--- config.mk ---
export PLATFORM = sky130hd
export DESIGN_NAME = text_line_numbering_filter_unit
export DESIGN_NICKNAME = d
export VERILOG_FILES = /design/src/hw/rtl/tlnf_pkg.sv /design/src/hw/rtl/text_line_numbering_filter_unit.sv /design/src/hw/rtl/tlnf_front.sv /design/src/hw/rtl/tlnf_jobq.sv /design/src/hw/rtl/tlnf_back.sv
export SDC_FILE = /design/constraint.sdc
export NUM_CORES = 1
export LEC_CHECK = 0
export ABC_AREA = 1
export BUFFER_PORTS_ARGS = -buffer_cell sky130_fd_sc_hd__buf_4
export CAP_MARGIN = 20
export CORE_ASPECT_RATIO = 0.9
export CORE_MARGIN = 8
export CORE_UTILIZATION = 50
export CTS_BUF_LIST = sky130_fd_sc_hd__clkbuf_8
export CTS_CLUSTER_SIZE = 12
export DETAILED_ROUTE_END_ITERATION = 12
export PLACE_DENSITY_LB_ADDON = 0.08
export SLEW_MARGIN = 20
export SYNTH_ARGS = -nofsm -noshare
export SYNTH_HDL_FRONTEND = slang
export SYNTH_SLANG_ARGS = --single-unit
--- constraint.sdc ---
create_clock -name clk -period 12 [get_ports clk]
set_clock_uncertainty 0.1 [all_clocks]
set_input_delay 1.8 -clock clk [delete_from_list [all_inputs] [get_ports clk]]
set_output_delay 1.8 -clock clk [all_outputs]
set_load 0.02 [all_outputs]
--- src/hw/rtl/tlnf_pkg.sv ---
// Shared types and constants of the text line numbering filter.
package tlnf_pkg;

  // decimal places of a line number
  localparam int unsigned NUM_DIGITS = 6;
  localparam int unsigned BCD_W      = 4 * NUM_DIGITS;

  // output slots of one job, in emit order
  localparam int unsigned SLOT_NUM_TAB   = NUM_DIGITS;
  localparam int unsigned SLOT_CR_CARET  = NUM_DIGITS + 1;
  localparam int unsigned SLOT_CR_M      = NUM_DIGITS + 2;
  localparam int unsigned SLOT_END_TAB   = NUM_DIGITS + 3;
  localparam int unsigned SLOT_DOLLAR    = NUM_DIGITS + 4;
  localparam int unsigned SLOT_TAB_CARET = NUM_DIGITS + 5;
  localparam int unsigned SLOT_CHAR      = NUM_DIGITS + 6;
  localparam int unsigned SLOTS          = NUM_DIGITS + 7;

  // job queue between front and back
  localparam int unsigned JQ_AW    = 2;
  localparam int unsigned JQ_DEPTH = 1 << JQ_AW;

  localparam int unsigned CFG_IDX_W = 3;

  localparam logic [7:0] CH_TAB    = 8'd9;
  localparam logic [7:0] CH_NL     = 8'd10;
  localparam logic [7:0] CH_CR     = 8'd13;
  localparam logic [7:0] CH_SPACE  = 8'd32;
  localparam logic [7:0] CH_DOLLAR = 8'd36;
  localparam logic [7:0] CH_ZERO   = 8'd48;
  localparam logic [7:0] CH_I      = 8'd73;
  localparam logic [7:0] CH_M      = 8'd77;
  localparam logic [7:0] CH_CARET  = 8'd94;

  typedef enum logic [CFG_IDX_W-1:0] {
    CFG_NUMBER_NONBLANK = 3'd0,
    CFG_SHOW_ENDS       = 3'd1,
    CFG_NUMBER_ALL      = 3'd2,
    CFG_SQUEEZE_BLANK   = 3'd3,
    CFG_SHOW_TABS       = 3'd4,
    CFG_SHOW_CR         = 3'd5
  } cfg_idx_t;

  // one classified input byte: which slots to emit, number snapshot, byte
  typedef struct packed {
    logic [SLOTS-1:0] mask;
    logic [BCD_W-1:0] bcd;
    logic [7:0]       ch;
  } job_t;

endpackage

--- src/hw/rtl/text_line_numbering_filter_unit.sv ---
// Top level of the text line numbering filter.
//
// Input: one text byte per beat on in_byte, taken when push is high and full
// is low. in_file_start resets the line counter and line state before that
// byte. Output: the rewritten stream, one byte per beat; the oldest byte sits
// on out_byte while empty is low and leaves when pop is high. out_last_of_run
// marks the final byte caused by one input byte; a squeezed blank line
// produces nothing.
// Throughput: one output byte per cycle while pop is high, so a plain byte passes at one per
// cycle; a numbered line start emits six digits and a tab before the byte,
// and ^M, $ and ^I add their own bytes. A four-entry job queue absorbs
// these bursts before full rises. An accepted byte passes the job queue,
// the slot register and output register. Configuration is written through
// cfg_we/cfg_index/cfg_wdata; the user must write it only while idle, as
// the block does not enforce this. Reset clears all options, sets the line
// number to one and empties the queue and output register. When pop stays
// low, the output register holds, the queue fills and full stalls the input.
module text_line_numbering_filter_unit (
  input  logic                           clk,
  input  logic                           rst_n,
  input  logic                           cfg_we,
  input  logic [tlnf_pkg::CFG_IDX_W-1:0] cfg_index,
  input  logic                           cfg_wdata,
  input  logic                           push,
  output logic                           full,
  input  logic [7:0]                     in_byte,
  input  logic                           in_file_start,
  output logic                           empty,
  input  logic                           pop,
  output logic [7:0]                     out_byte,
  output logic                           out_last_of_run
);

  logic           q_push, q_full, q_pop, q_nonempty;
  tlnf_pkg::job_t q_job, q_head;

  assign full = q_full;

  tlnf_front u_front (
    .clk           (clk),
    .rst_n         (rst_n),
    .cfg_we        (cfg_we),
    .cfg_index     (cfg_index),
    .cfg_wdata     (cfg_wdata),
    .push          (push),
    .in_byte       (in_byte),
    .in_file_start (in_file_start),
    .q_full        (q_full),
    .q_push        (q_push),
    .q_job         (q_job)
  );

  tlnf_jobq u_jobq (
    .clk      (clk),
    .rst_n    (rst_n),
    .push     (q_push),
    .push_job (q_job),
    .full     (q_full),
    .pop      (q_pop),
    .head_job (q_head),
    .nonempty (q_nonempty)
  );

  tlnf_back u_back (
    .clk             (clk),
    .rst_n           (rst_n),
    .q_nonempty      (q_nonempty),
    .q_head          (q_head),
    .q_pop           (q_pop),
    .empty           (empty),
    .pop             (pop),
    .out_byte        (out_byte),
    .out_last_of_run (out_last_of_run)
  );

endmodule

--- src/hw/rtl/tlnf_front.sv ---
// Front end: configuration registers, line state and byte classification.
module tlnf_front (
  input  logic                           clk,
  input  logic                           rst_n,
  input  logic                           cfg_we,
  input  logic [tlnf_pkg::CFG_IDX_W-1:0] cfg_index,
  input  logic                           cfg_wdata,
  input  logic                           push,
  input  logic [7:0]                     in_byte,
  input  logic                           in_file_start,
  input  logic                           q_full,
  output logic                           q_push,
  output tlnf_pkg::job_t                 q_job
);

  logic number_nonblank_r, show_ends_r, number_all_r;
  logic squeeze_blank_r, show_tabs_r, show_cr_r;

  logic [tlnf_pkg::BCD_W-1:0] cnt_r, cnt_nxt, cnt_eff;
  logic                       als_r, als_nxt, als_eff;
  logic [7:0]                 prev_r, prev_nxt, prev_eff;
  logic [1:0]                 br_r, br_nxt, br_eff;

  logic accept, is_nl, is_tab, drop, numbering;
  logic [tlnf_pkg::SLOTS-1:0] mask;

  function automatic logic [tlnf_pkg::BCD_W-1:0] bcd_inc(
    input logic [tlnf_pkg::BCD_W-1:0] v);
    logic [tlnf_pkg::BCD_W-1:0] r;
    logic [4:0] s;
    logic carry, all_nine;
    r = '0;
    carry = 1'b1;
    all_nine = 1'b1;
    for (int i = 0; i < tlnf_pkg::NUM_DIGITS; i++) begin
      if (v[4*i +: 4] != 4'd9) all_nine = 1'b0;
      s = {1'b0, v[4*i +: 4]} + {4'd0, carry};
      if (s >= 5'd10) begin
        r[4*i +: 4] = 4'd0;
        carry = 1'b1;
      end else begin
        r[4*i +: 4] = s[3:0];
        carry = 1'b0;
      end
    end
    return all_nine ? v : r;
  endfunction

  always_ff @(posedge clk) begin
    if (!rst_n) begin
      number_nonblank_r <= 1'b0;
      show_ends_r       <= 1'b0;
      number_all_r      <= 1'b0;
      squeeze_blank_r   <= 1'b0;
      show_tabs_r       <= 1'b0;
      show_cr_r         <= 1'b0;
    end else if (cfg_we) begin
      case (tlnf_pkg::cfg_idx_t'(cfg_index))
        tlnf_pkg::CFG_NUMBER_NONBLANK: number_nonblank_r <= cfg_wdata;
        tlnf_pkg::CFG_SHOW_ENDS:       show_ends_r       <= cfg_wdata;
        tlnf_pkg::CFG_NUMBER_ALL:      number_all_r      <= cfg_wdata;
        tlnf_pkg::CFG_SQUEEZE_BLANK:   squeeze_blank_r   <= cfg_wdata;
        tlnf_pkg::CFG_SHOW_TABS:       show_tabs_r       <= cfg_wdata;
        tlnf_pkg::CFG_SHOW_CR:         show_cr_r         <= cfg_wdata;
        default: ;
      endcase
    end
  end

  always_comb begin
    accept = push && !q_full;
    // file start resets line state ahead of this byte
    if (in_file_start) begin
      cnt_eff  = tlnf_pkg::BCD_W'(1);
      als_eff  = 1'b1;
      prev_eff = tlnf_pkg::CH_NL;
      br_eff   = 2'd0;
    end else begin
      cnt_eff  = cnt_r;
      als_eff  = als_r;
      prev_eff = prev_r;
      br_eff   = br_r;
    end

    is_nl  = (in_byte == tlnf_pkg::CH_NL);
    is_tab = (in_byte == tlnf_pkg::CH_TAB);

    if (is_nl && prev_eff == tlnf_pkg::CH_NL) begin
      br_nxt = (als_eff && br_eff < 2'd2) ? br_eff + 2'd1 : br_eff;
    end else begin
      br_nxt = 2'd0;
    end
    drop = squeeze_blank_r && (br_nxt > 2'd1);

    numbering = als_eff && (number_nonblank_r ? !is_nl : number_all_r);

    mask = '0;
    for (int i = 0; i <= tlnf_pkg::SLOT_NUM_TAB; i++) mask[i] = numbering;
    mask[tlnf_pkg::SLOT_CR_CARET]  = show_cr_r && is_nl && prev_eff == tlnf_pkg::CH_CR;
    mask[tlnf_pkg::SLOT_CR_M]      = mask[tlnf_pkg::SLOT_CR_CARET];
    mask[tlnf_pkg::SLOT_END_TAB]   = show_ends_r && is_nl && als_eff && number_nonblank_r;
    mask[tlnf_pkg::SLOT_DOLLAR]    = show_ends_r && is_nl;
    mask[tlnf_pkg::SLOT_TAB_CARET] = show_tabs_r && is_tab;
    mask[tlnf_pkg::SLOT_CHAR]      = 1'b1;

    if (drop) begin
      // squeezed line keeps byte history
      cnt_nxt  = cnt_eff;
      als_nxt  = als_eff;
      prev_nxt = prev_eff;
    end else begin
      cnt_nxt  = numbering ? bcd_inc(cnt_eff) : cnt_eff;
      als_nxt  = (show_tabs_r && is_tab) ? 1'b0 : is_nl;
      prev_nxt = in_byte;
    end

    q_push    = accept && !drop;
    q_job.mask = mask;
    q_job.bcd  = cnt_eff;
    q_job.ch   = in_byte;
  end

  always_ff @(posedge clk) begin
    if (!rst_n) begin
      cnt_r  <= tlnf_pkg::BCD_W'(1);
      als_r  <= 1'b1;
      prev_r <= tlnf_pkg::CH_NL;
      br_r   <= 2'd0;
    end else if (accept) begin
      cnt_r  <= cnt_nxt;
      als_r  <= als_nxt;
      prev_r <= prev_nxt;
      br_r   <= br_nxt;
    end
  end

endmodule

--- src/hw/rtl/tlnf_jobq.sv ---
// Short job queue that decouples the classifier from the byte sequencer.
module tlnf_jobq (
  input  logic           clk,
  input  logic           rst_n,
  input  logic           push,
  input  tlnf_pkg::job_t push_job,
  output logic           full,
  input  logic           pop,
  output tlnf_pkg::job_t head_job,
  output logic           nonempty
);

  tlnf_pkg::job_t               mem_r [tlnf_pkg::JQ_DEPTH];
  logic [tlnf_pkg::JQ_AW-1:0]   wr_ptr_r, rd_ptr_r;
  logic [tlnf_pkg::JQ_AW:0]     count_r, count_nxt;

  assign full     = (count_r == (tlnf_pkg::JQ_AW+1)'(tlnf_pkg::JQ_DEPTH));
  assign nonempty = (count_r != '0);
  assign head_job = mem_r[rd_ptr_r];

  always_comb begin
    count_nxt = count_r;
    if (push && !pop) count_nxt = count_r + 1'b1;
    if (pop && !push) count_nxt = count_r - 1'b1;
  end

  always_ff @(posedge clk) begin
    if (push) mem_r[wr_ptr_r] <= push_job;
  end

  always_ff @(posedge clk) begin
    if (!rst_n) begin
      wr_ptr_r <= '0;
      rd_ptr_r <= '0;
      count_r  <= '0;
    end else begin
      if (push) wr_ptr_r <= wr_ptr_r + 1'b1;
      if (pop)  rd_ptr_r <= rd_ptr_r + 1'b1;
      count_r <= count_nxt;
    end
  end

endmodule

--- src/hw/rtl/tlnf_back.sv ---
// Back end: walks the slots of each job and emits one byte per beat.
module tlnf_back (
  input  logic           clk,
  input  logic           rst_n,
  input  logic           q_nonempty,
  input  tlnf_pkg::job_t q_head,
  output logic           q_pop,
  output logic           empty,
  input  logic           pop,
  output logic [7:0]     out_byte,
  output logic           out_last_of_run
);

  logic [tlnf_pkg::SLOTS-1:0] cur_mask_r, cur_mask_nxt;
  logic [tlnf_pkg::BCD_W-1:0] cur_bcd_r;
  logic [7:0]                 cur_ch_r;
  logic                       cur_tab_r;

  logic       out_valid_r;
  logic [7:0] out_byte_r, byte_sel;
  logic       out_last_r;

  logic busy, out_free, emit, last, load;
  logic [tlnf_pkg::SLOTS-1:0] low, rem;
  logic [7:0] slot_byte [tlnf_pkg::SLOTS];
  logic [3:0] d;
  logic       leading;

  always_comb begin
    // digit bytes, most significant first, blank until the first nonzero
    leading = 1'b1;
    for (int i = 0; i < tlnf_pkg::NUM_DIGITS; i++) begin
      d = cur_bcd_r[4*(tlnf_pkg::NUM_DIGITS-1-i) +: 4];
      if (d != 4'd0 || i == tlnf_pkg::NUM_DIGITS - 1) leading = 1'b0;
      slot_byte[i] = leading ? tlnf_pkg::CH_SPACE : tlnf_pkg::CH_ZERO + {4'd0, d};
    end
    slot_byte[tlnf_pkg::SLOT_NUM_TAB]   = tlnf_pkg::CH_TAB;
    slot_byte[tlnf_pkg::SLOT_CR_CARET]  = tlnf_pkg::CH_CARET;
    slot_byte[tlnf_pkg::SLOT_CR_M]      = tlnf_pkg::CH_M;
    slot_byte[tlnf_pkg::SLOT_END_TAB]   = tlnf_pkg::CH_TAB;
    slot_byte[tlnf_pkg::SLOT_DOLLAR]    = tlnf_pkg::CH_DOLLAR;
    slot_byte[tlnf_pkg::SLOT_TAB_CARET] = tlnf_pkg::CH_CARET;
    // the caret bit is already consumed here, so use the flag taken at load
    slot_byte[tlnf_pkg::SLOT_CHAR]      = cur_tab_r ? tlnf_pkg::CH_I : cur_ch_r;
  end

  always_comb begin
    busy     = (cur_mask_r != '0);
    out_free = !out_valid_r || pop;
    emit     = busy && out_free;
    low      = cur_mask_r & (~cur_mask_r + 1'b1);
    rem      = cur_mask_r & ~low;
    last     = (rem == '0);
    byte_sel = '0;
    for (int i = 0; i < tlnf_pkg::SLOTS; i++) begin
      if (low[i]) byte_sel = slot_byte[i];
    end
    // refill when idle or in the beat that sends the final byte of a job
    load  = !busy || (emit && last);
    q_pop = load && q_nonempty;
    if (q_pop) begin
      cur_mask_nxt = q_head.mask;
    end else if (emit) begin
      cur_mask_nxt = rem;
    end else begin
      cur_mask_nxt = cur_mask_r;
    end
  end

  always_ff @(posedge clk) begin
    if (!rst_n) begin
      cur_mask_r  <= '0;
      out_valid_r <= 1'b0;
    end else begin
      cur_mask_r <= cur_mask_nxt;
      if (emit) begin
        out_valid_r <= 1'b1;
      end else if (pop) begin
        out_valid_r <= 1'b0;
      end
    end
  end

  always_ff @(posedge clk) begin
    if (q_pop) begin
      cur_bcd_r <= q_head.bcd;
      cur_ch_r  <= q_head.ch;
      cur_tab_r <= q_head.mask[tlnf_pkg::SLOT_TAB_CARET];
    end
    if (emit) begin
      out_byte_r <= byte_sel;
      out_last_r <= last;
    end
  end

  assign empty           = !out_valid_r;
  assign out_byte        = out_byte_r;
  assign out_last_of_run = out_last_r;

endmodule

Word level (Yosys, flattened, before mapping):

Memory sizes are Yosys's and may differ from the RTL's. A register that Yosys moved wholly into a read port is not among the register bits.
Cells that the tools add are included.
Widths: inputs -> output; s select.

* bits in registers: 104
* RAM bits: 176
* input bits: 18
* output and inout bits: 11
* word-level logic and storage cells: 181
* memories: 1

* add/sub/neg operators: 18
* order comparisons: 8
* equal/unequal tests: 16
* mux-type cells: 70
* bitwise operators: 4
* reductions and logical operators: 44

Memories
* u_jobq.mem_r: depth 4, bits a word 44, rd ports 1, clocked after memory_dff 1, wr ports 1, line tlnf_jobq.sv:13 `tlnf_pkg::job_t mem_r [tlnf_pkg::JQ_DEPTH];`

Operators by type and width (count)
* $mux 8: 21
* $mux 24: 4
* $add 6x4->7 const A: 6
* $eq 8x4->1 const B: 4
* $ge 5x4->1 const B: 6
* $mux 1: 30
* $and 13x13->13: 2
* $mux 13: 2
* $not 13->13: 2
* $add 4x1->5: 5
* $mux 4: 6
* $ne 4x4->1 const B: 6
* $reduce_bool 4->1: 5
* $logic_and 1x1->1: 17
* $add 13x1->13 const B: 1
* $logic_not 13->1: 1
* $reduce_bool 13->1: 1
* $reduce_and 2->1: 6
* $mux 2: 5
* $eq 3x3->1 const B: 3
* $logic_not 1->1: 7
* $add 2x1->2 const B: 3
* $eq 3x2->1 const B: 2
* $mux 3: 2
* other kinds (10): 13

Logic depth before layout (Yosys ltp):

* word-level depth: 30
* mapped depth: 43
* depth with buffers taken out: 42

Modules after synthesis:

From an unflattened synthesis, not the netlist that was laid out.

* cell total of the unflattened synthesis: 1329
* area total of the unflattened synthesis: 13309.0 um^2

Modules (own cells, without submodules)
* tlnf_jobq: times used 1, cells an instance 492, area an instance 7245.7 um^2, sequential area each 5585.4 um^2
* tlnf_front: times used 1, cells an instance 545, area an instance 3300.7 um^2, sequential area each 820.8 um^2
* tlnf_back: times used 1, cells an instance 292, area an instance 2762.6 um^2, sequential area each 1541.5 um^2

Least setup slack after synthesis:

No wires, ideal clock.

* kind: input port to flip-flop
* start: in in_file_start
* end: reg u_front.cnt_r[21] (netlist bit)
* arrival: 7.720 ns
* data required time: 11.768 ns
* slack: 4.047 ns
* cell stages on the path: 43
* path buffers: 2
* cell sequence: buf_2 > clkbuf_1 > nor2_1 > inv_1 > ha_1 > xor2_1 > inv_1 > nor3_1 > o21ai_1 > ha_1 > ha_1 > xor2_1 > nand2_1 > a21boi_1 > inv_1 > ha_1 > ha_1 > xor2_1 > [... 7 more ...] > a21oi_1 > inv_1 > ha_1 > ha_1 > xor2_1 > nand2_1 > a21boi_1 > inv_1 > ha_1 > ha_1 > xor2_1 > inv_1 > nor2_1 > o21a_1 > nand2_1 > nand3_1 > nand3_1 > a21oi_1

* word-level cells in the longest chain between the ends: 27
* elaborated cells on any way between the ends: 53
* classes of those cells: add/sub: 7; order compare: 8; eq/ne: 7; mux: 27; reduce/logical: 4

RTL lines
* from (decl): line text_line_numbering_filter_unit.sv:27 `input logic in_file_start,`
* $mux 24: line tlnf_front.sv:73 `if (in_file_start) begin`
* $add 4x1->5: line tlnf_front.sv:37 `s = {1'b0, v[4*i +: 4]} + {4'd0, carry};`
* $ge 5x4->1: line tlnf_front.sv:38 `if (s >= 5'd10) begin`
* $mux 1: line tlnf_front.sv:38
* $mux 1: line tlnf_front.sv:106 `if (drop) begin`
* $add 4x1->5: line tlnf_front.sv:37
* $ge 5x4->1: line tlnf_front.sv:38
* $mux 1: line tlnf_front.sv:38
* [... 11 more ...]
* $mux 1: line tlnf_front.sv:38
* $mux 1: line tlnf_front.sv:106
* $add 4x1->5: line tlnf_front.sv:37
* $ge 5x4->1: line tlnf_front.sv:38
* $mux 4: line tlnf_front.sv:38
* $mux 24: line tlnf_front.sv:46 `return all_nine ? v : r;`
* $mux 24: line tlnf_front.sv:112 `cnt_nxt = numbering ? bcd_inc(cnt_eff) : cnt_eff;`
* $mux 24 (*): line tlnf_front.sv:106
* to (signal assigned): line tlnf_front.sv:125 `cnt_r <= tlnf_pkg::BCD_W'(1);`
* to (signal assigned): line tlnf_front.sv:130 `cnt_r <= cnt_nxt;`
* to (decl): line tlnf_front.sv:19 `logic [tlnf_pkg::BCD_W-1:0] cnt_r, cnt_nxt, cnt_eff;`

Every way passes the cells marked *; elsewhere a longest branch is shown, timed or not. The select of a mux whose other input is x is not followed.
A chain may end at the register's enable or synchronous reset.

==> impl_metrics.yaml <==
die:
  num_rows: 51
  die_x_um: 173
  die_area_sq_um: 27300
  die_y_um: 158
  ioPinCount: 29
  core_area_sq_um: 21800
  initial_core_util_pct: 51.2
sta:
  whs_ns: 0.366
  fin_setup_tns_ns: 0
  worst_slack_ns: 3.48
  fin_crit_ns: 8.52
  worstMarginPinSlew_ns: 0.992
  post-route-period-util_pct: 71.0
  hold_violations: 0
  slew_violations: 0
  finalSetupViolCount: 0
  slew_headroom_pct: 33.8
  fmax_ghz: 0.117
  rsz0062_at_grt: "no"
grt:
  antenna_found_initial: 0
  grt_pass1_wl_um: 39800
  grt-busiest-layer: "met2"
  globalRouteMet2Util_pct: 28.7
  grt-ovfl-total: 0
  grt_use_met3_pct: 3.33
  use_met1_pct: 25.2
  grt_max_degree: 76
  grt_pass1_vias: 7510
  grtUsageTotal_pct: 18.2
critical_path:
  crit_path_end_kind: "flop"
  rrSetupSlack_ns: 4.89
  crit_buf_inv: 9
  cp_max_fo: 33
  arrival_ns: 8.78
  critPathTopFamily: "adder cells"
  crit_type: "in -> reg"
  cp-start-kind: "input pin"
  cp.required_ns: 12.26
  cp_common_cell: "ha_1"
  critPathSlowestCell: "buf_4"
  critPathMaxStageDelay_ns: 0.29
detailed_routing:
  wl_per_cell_um: 17.1
  vias_per_cell: 5.46
  drc: 0
  dr.first_iter.drc_count: 596
  routed_wl_um: 25200
  antenna_left: 0
  first_pass_iters: 5
  route.vias.total: 8048
clocking:
  cts_resized: 0
  cts_made_buffers: 42
  clk_pin_slew_ns: 0.06
  tritoncts: "yes"
  post_cts_buffers: 0
  htreeDepth: 2
  clk_latency_ns: 0.53
  postCtsHoldBufs: 0
  cts.sinks: 254
  clockRootBuffer: "clkbuf_8"
  cts_buffer_depth: 3
power:
  internal_power_mw: 1.86
  total_power_mw: 2.96
  power_frac_seq_pct: 43.0
  p_sw_mw: 1.10
  powerDensity_nw_per_um2: 238
  p_comb_share_pct: 32.2
  ir_worst_vdd_mv: 0.196
  clkPwrFrac_pct: 24.8
  p_sw_share_pct: 37.1
  p_leak_nw: 4.70
placement:
  hpwlAfterDp_um: 15400
  pre_cts_slack_ns: 3.06
  io_buffers: 28
  gp_congestion: 0.877
cells_and_area:
  drive_gt1_share_pct: 9.97
  syn_to_final_growth_pct: 11.5
  num-nets-final: 1187
  final_util_pct: 57.1
  num_antenna_cells: 0
yosys:
  async_reset_ff_share_pct: 0
  synth.top_cell.area_share_pct: 51.3
  synth.distinct_cells: 42
  yosysTopAreaCell: "edfxtp_1"
  synth_edf_count: 190
  synth-main-ff-cell: "edfxtp_1"
  syn_area_sq_um: 11100
  synth_seq_area_share_pct: 62.8
  synthesis.instances: 1117
  synth.avg_cell_area_sq_um: 9.97
  synth-seq-cells: 254
  synthTopCellsByArea: "edfxtp_1 (51%), dfxtp_1 (12%), o21ai_0 (5.8%), nor2_1 (4.8%), nand2_1 (4.5%)"
  synth_fp_nets: 1153
  ys_warn_count: 0
status:
  outcome: "finished clean"
min_path:
  hold_path.class: "reg -> reg"
flow_run:
  cap_violations: 0
worst paths after layout:
kind,start,to,cells past startpoint
hold / removal,u_front.cnt_r[12],u_front.cnt_r[12],2
setup reg to reg,u_front.cnt_r[1],u_front.cnt_r[21],41
setup / recovery,in_file_start,u_front.cnt_r[21],43
hold reg to reg,u_front.cnt_r[12],u_front.cnt_r[12],2
power by group through the flow:
stage / registers [mW] / logic (mW) / clock network (mW)
2_1_floorplan: 1.29 / 0.674 / 0
3_3_place_gp: 1.29 / 0.955 / 0
3_5_place_dp: 1.29 / 0.959 / 0
4_1_cts: 1.27 / 0.962 / 0.749
5_1_grt: 1.29 / 1.08 / 0.786
6_report: 1.27 / 0.953 / 0.734
cell type report:
class	count	area (sq um)
fillers	1918	9340
flip-flops and latches	254	6990
multi-input cells	693	3510
clock buffers	46	633
inverters	121	454
well taps	291	364
repair buffers	39	293
clock inverters	30	176
cell families (layout without fill, tap and decap cells):
| logic type | Yosys count | after routing | synth area share [%] |
|---|---|---|---|
| buf+inv | 170 | 236 | 6.02 |
| fa+ha+maj | 18 | 18 | 2.09 |
| flops | 254 | 254 | 62.8 |
| simple gates | 413 | 413 | 16.3 |
| xor+xnor | 9 | 9 | 0.708 |
| compound gates | 253 | 253 | 12.1 |
per-stage QoR:
step / cells / cell area (sq um)
6_report: 1474 / 12400
5_1_grt: 1474 / 12400
4_1_cts: 1474 / 12400
3_5_place_dp: 1398 / 11600
3_3_place_gp: 1398 / 11600
2_1_floorplan: 1117 / 11100
state kept, by name (all words and copies together) (netlist names), 2 cells and up, named ones only:
name               flops
u_front.prev_r         8
u_jobq.wr_ptr_r        2
u_back.cur_ch_r        8
u_jobq.rd_ptr_r        2
u_back.out_byte        8
u_jobq.count_r         3
u_front.br_r           2
u_front.cnt_r         24
u_back.cur_bcd_r      24
u_back.cur_mask_r     13
u_jobq.mem_r         148
layer usage:
layer,share of wire (%),vias up
met1,49,3828
met4,2.1,0
met2,44,207
met5,0,-
li1,-,3967
met3,5.4,46
synth_stat cells, types with 2 or more instances:
cell	n
a21boi_1	3
a21oi_1	64
a31oi_1	4
buf_2	8
buf_4	2
buf_6	2
clkbuf_1	36
dfxtp_1	64
edfxtp_1	190
ha_1	17
inv_1	117
inv_2	3
nand2_1	132
nand2_2	5
nand3_1	83
nand3_2	2
nand4_1	8
nor2_1	143
nor2_2	3
nor2_4	3
nor3_1	12
nor4_1	15
o21ai_0	129
o21ai_1	7
o22ai_1	39
or2_2	2
xor2_1	9
cell usage in the layout, fill, tap and decap left out, types with 5 or more instances in the layout:
master	synthesis	final
a21oi_1	64	64
buf_4	2	39
clkbuf_8	0	46
clkinv_1	1	11
dfxtp_1	64	63
edfxtp_1	190	190
ha_1	17	17
inv_1	117	129
nand2_1	132	132
nand2_2	5	5
nand3_1	83	83
nand4_1	8	8
nor2_1	143	139
nor2_4	3	7
nor3_1	12	12
nor4_1	15	15
o21ai_0	129	128
o21ai_1	7	7
o22ai_1	39	39
xor2_1	9	9
worst register-to-register path, delay by kind of cell (launching register included):
| family | cells | cell delay [ns] |
|---|---|---|
| flops | 1 | 0.38 |
| simple gates | 10 | 0.80 |
| buf+inv | 7 | 0.75 |
| xor+xnor | 6 | 1.12 |
| fa+ha+maj | 11 | 2.30 |
| compound gates | 7 | 1.48 |
No activity file was read; power rests on OpenSTA's default activity.
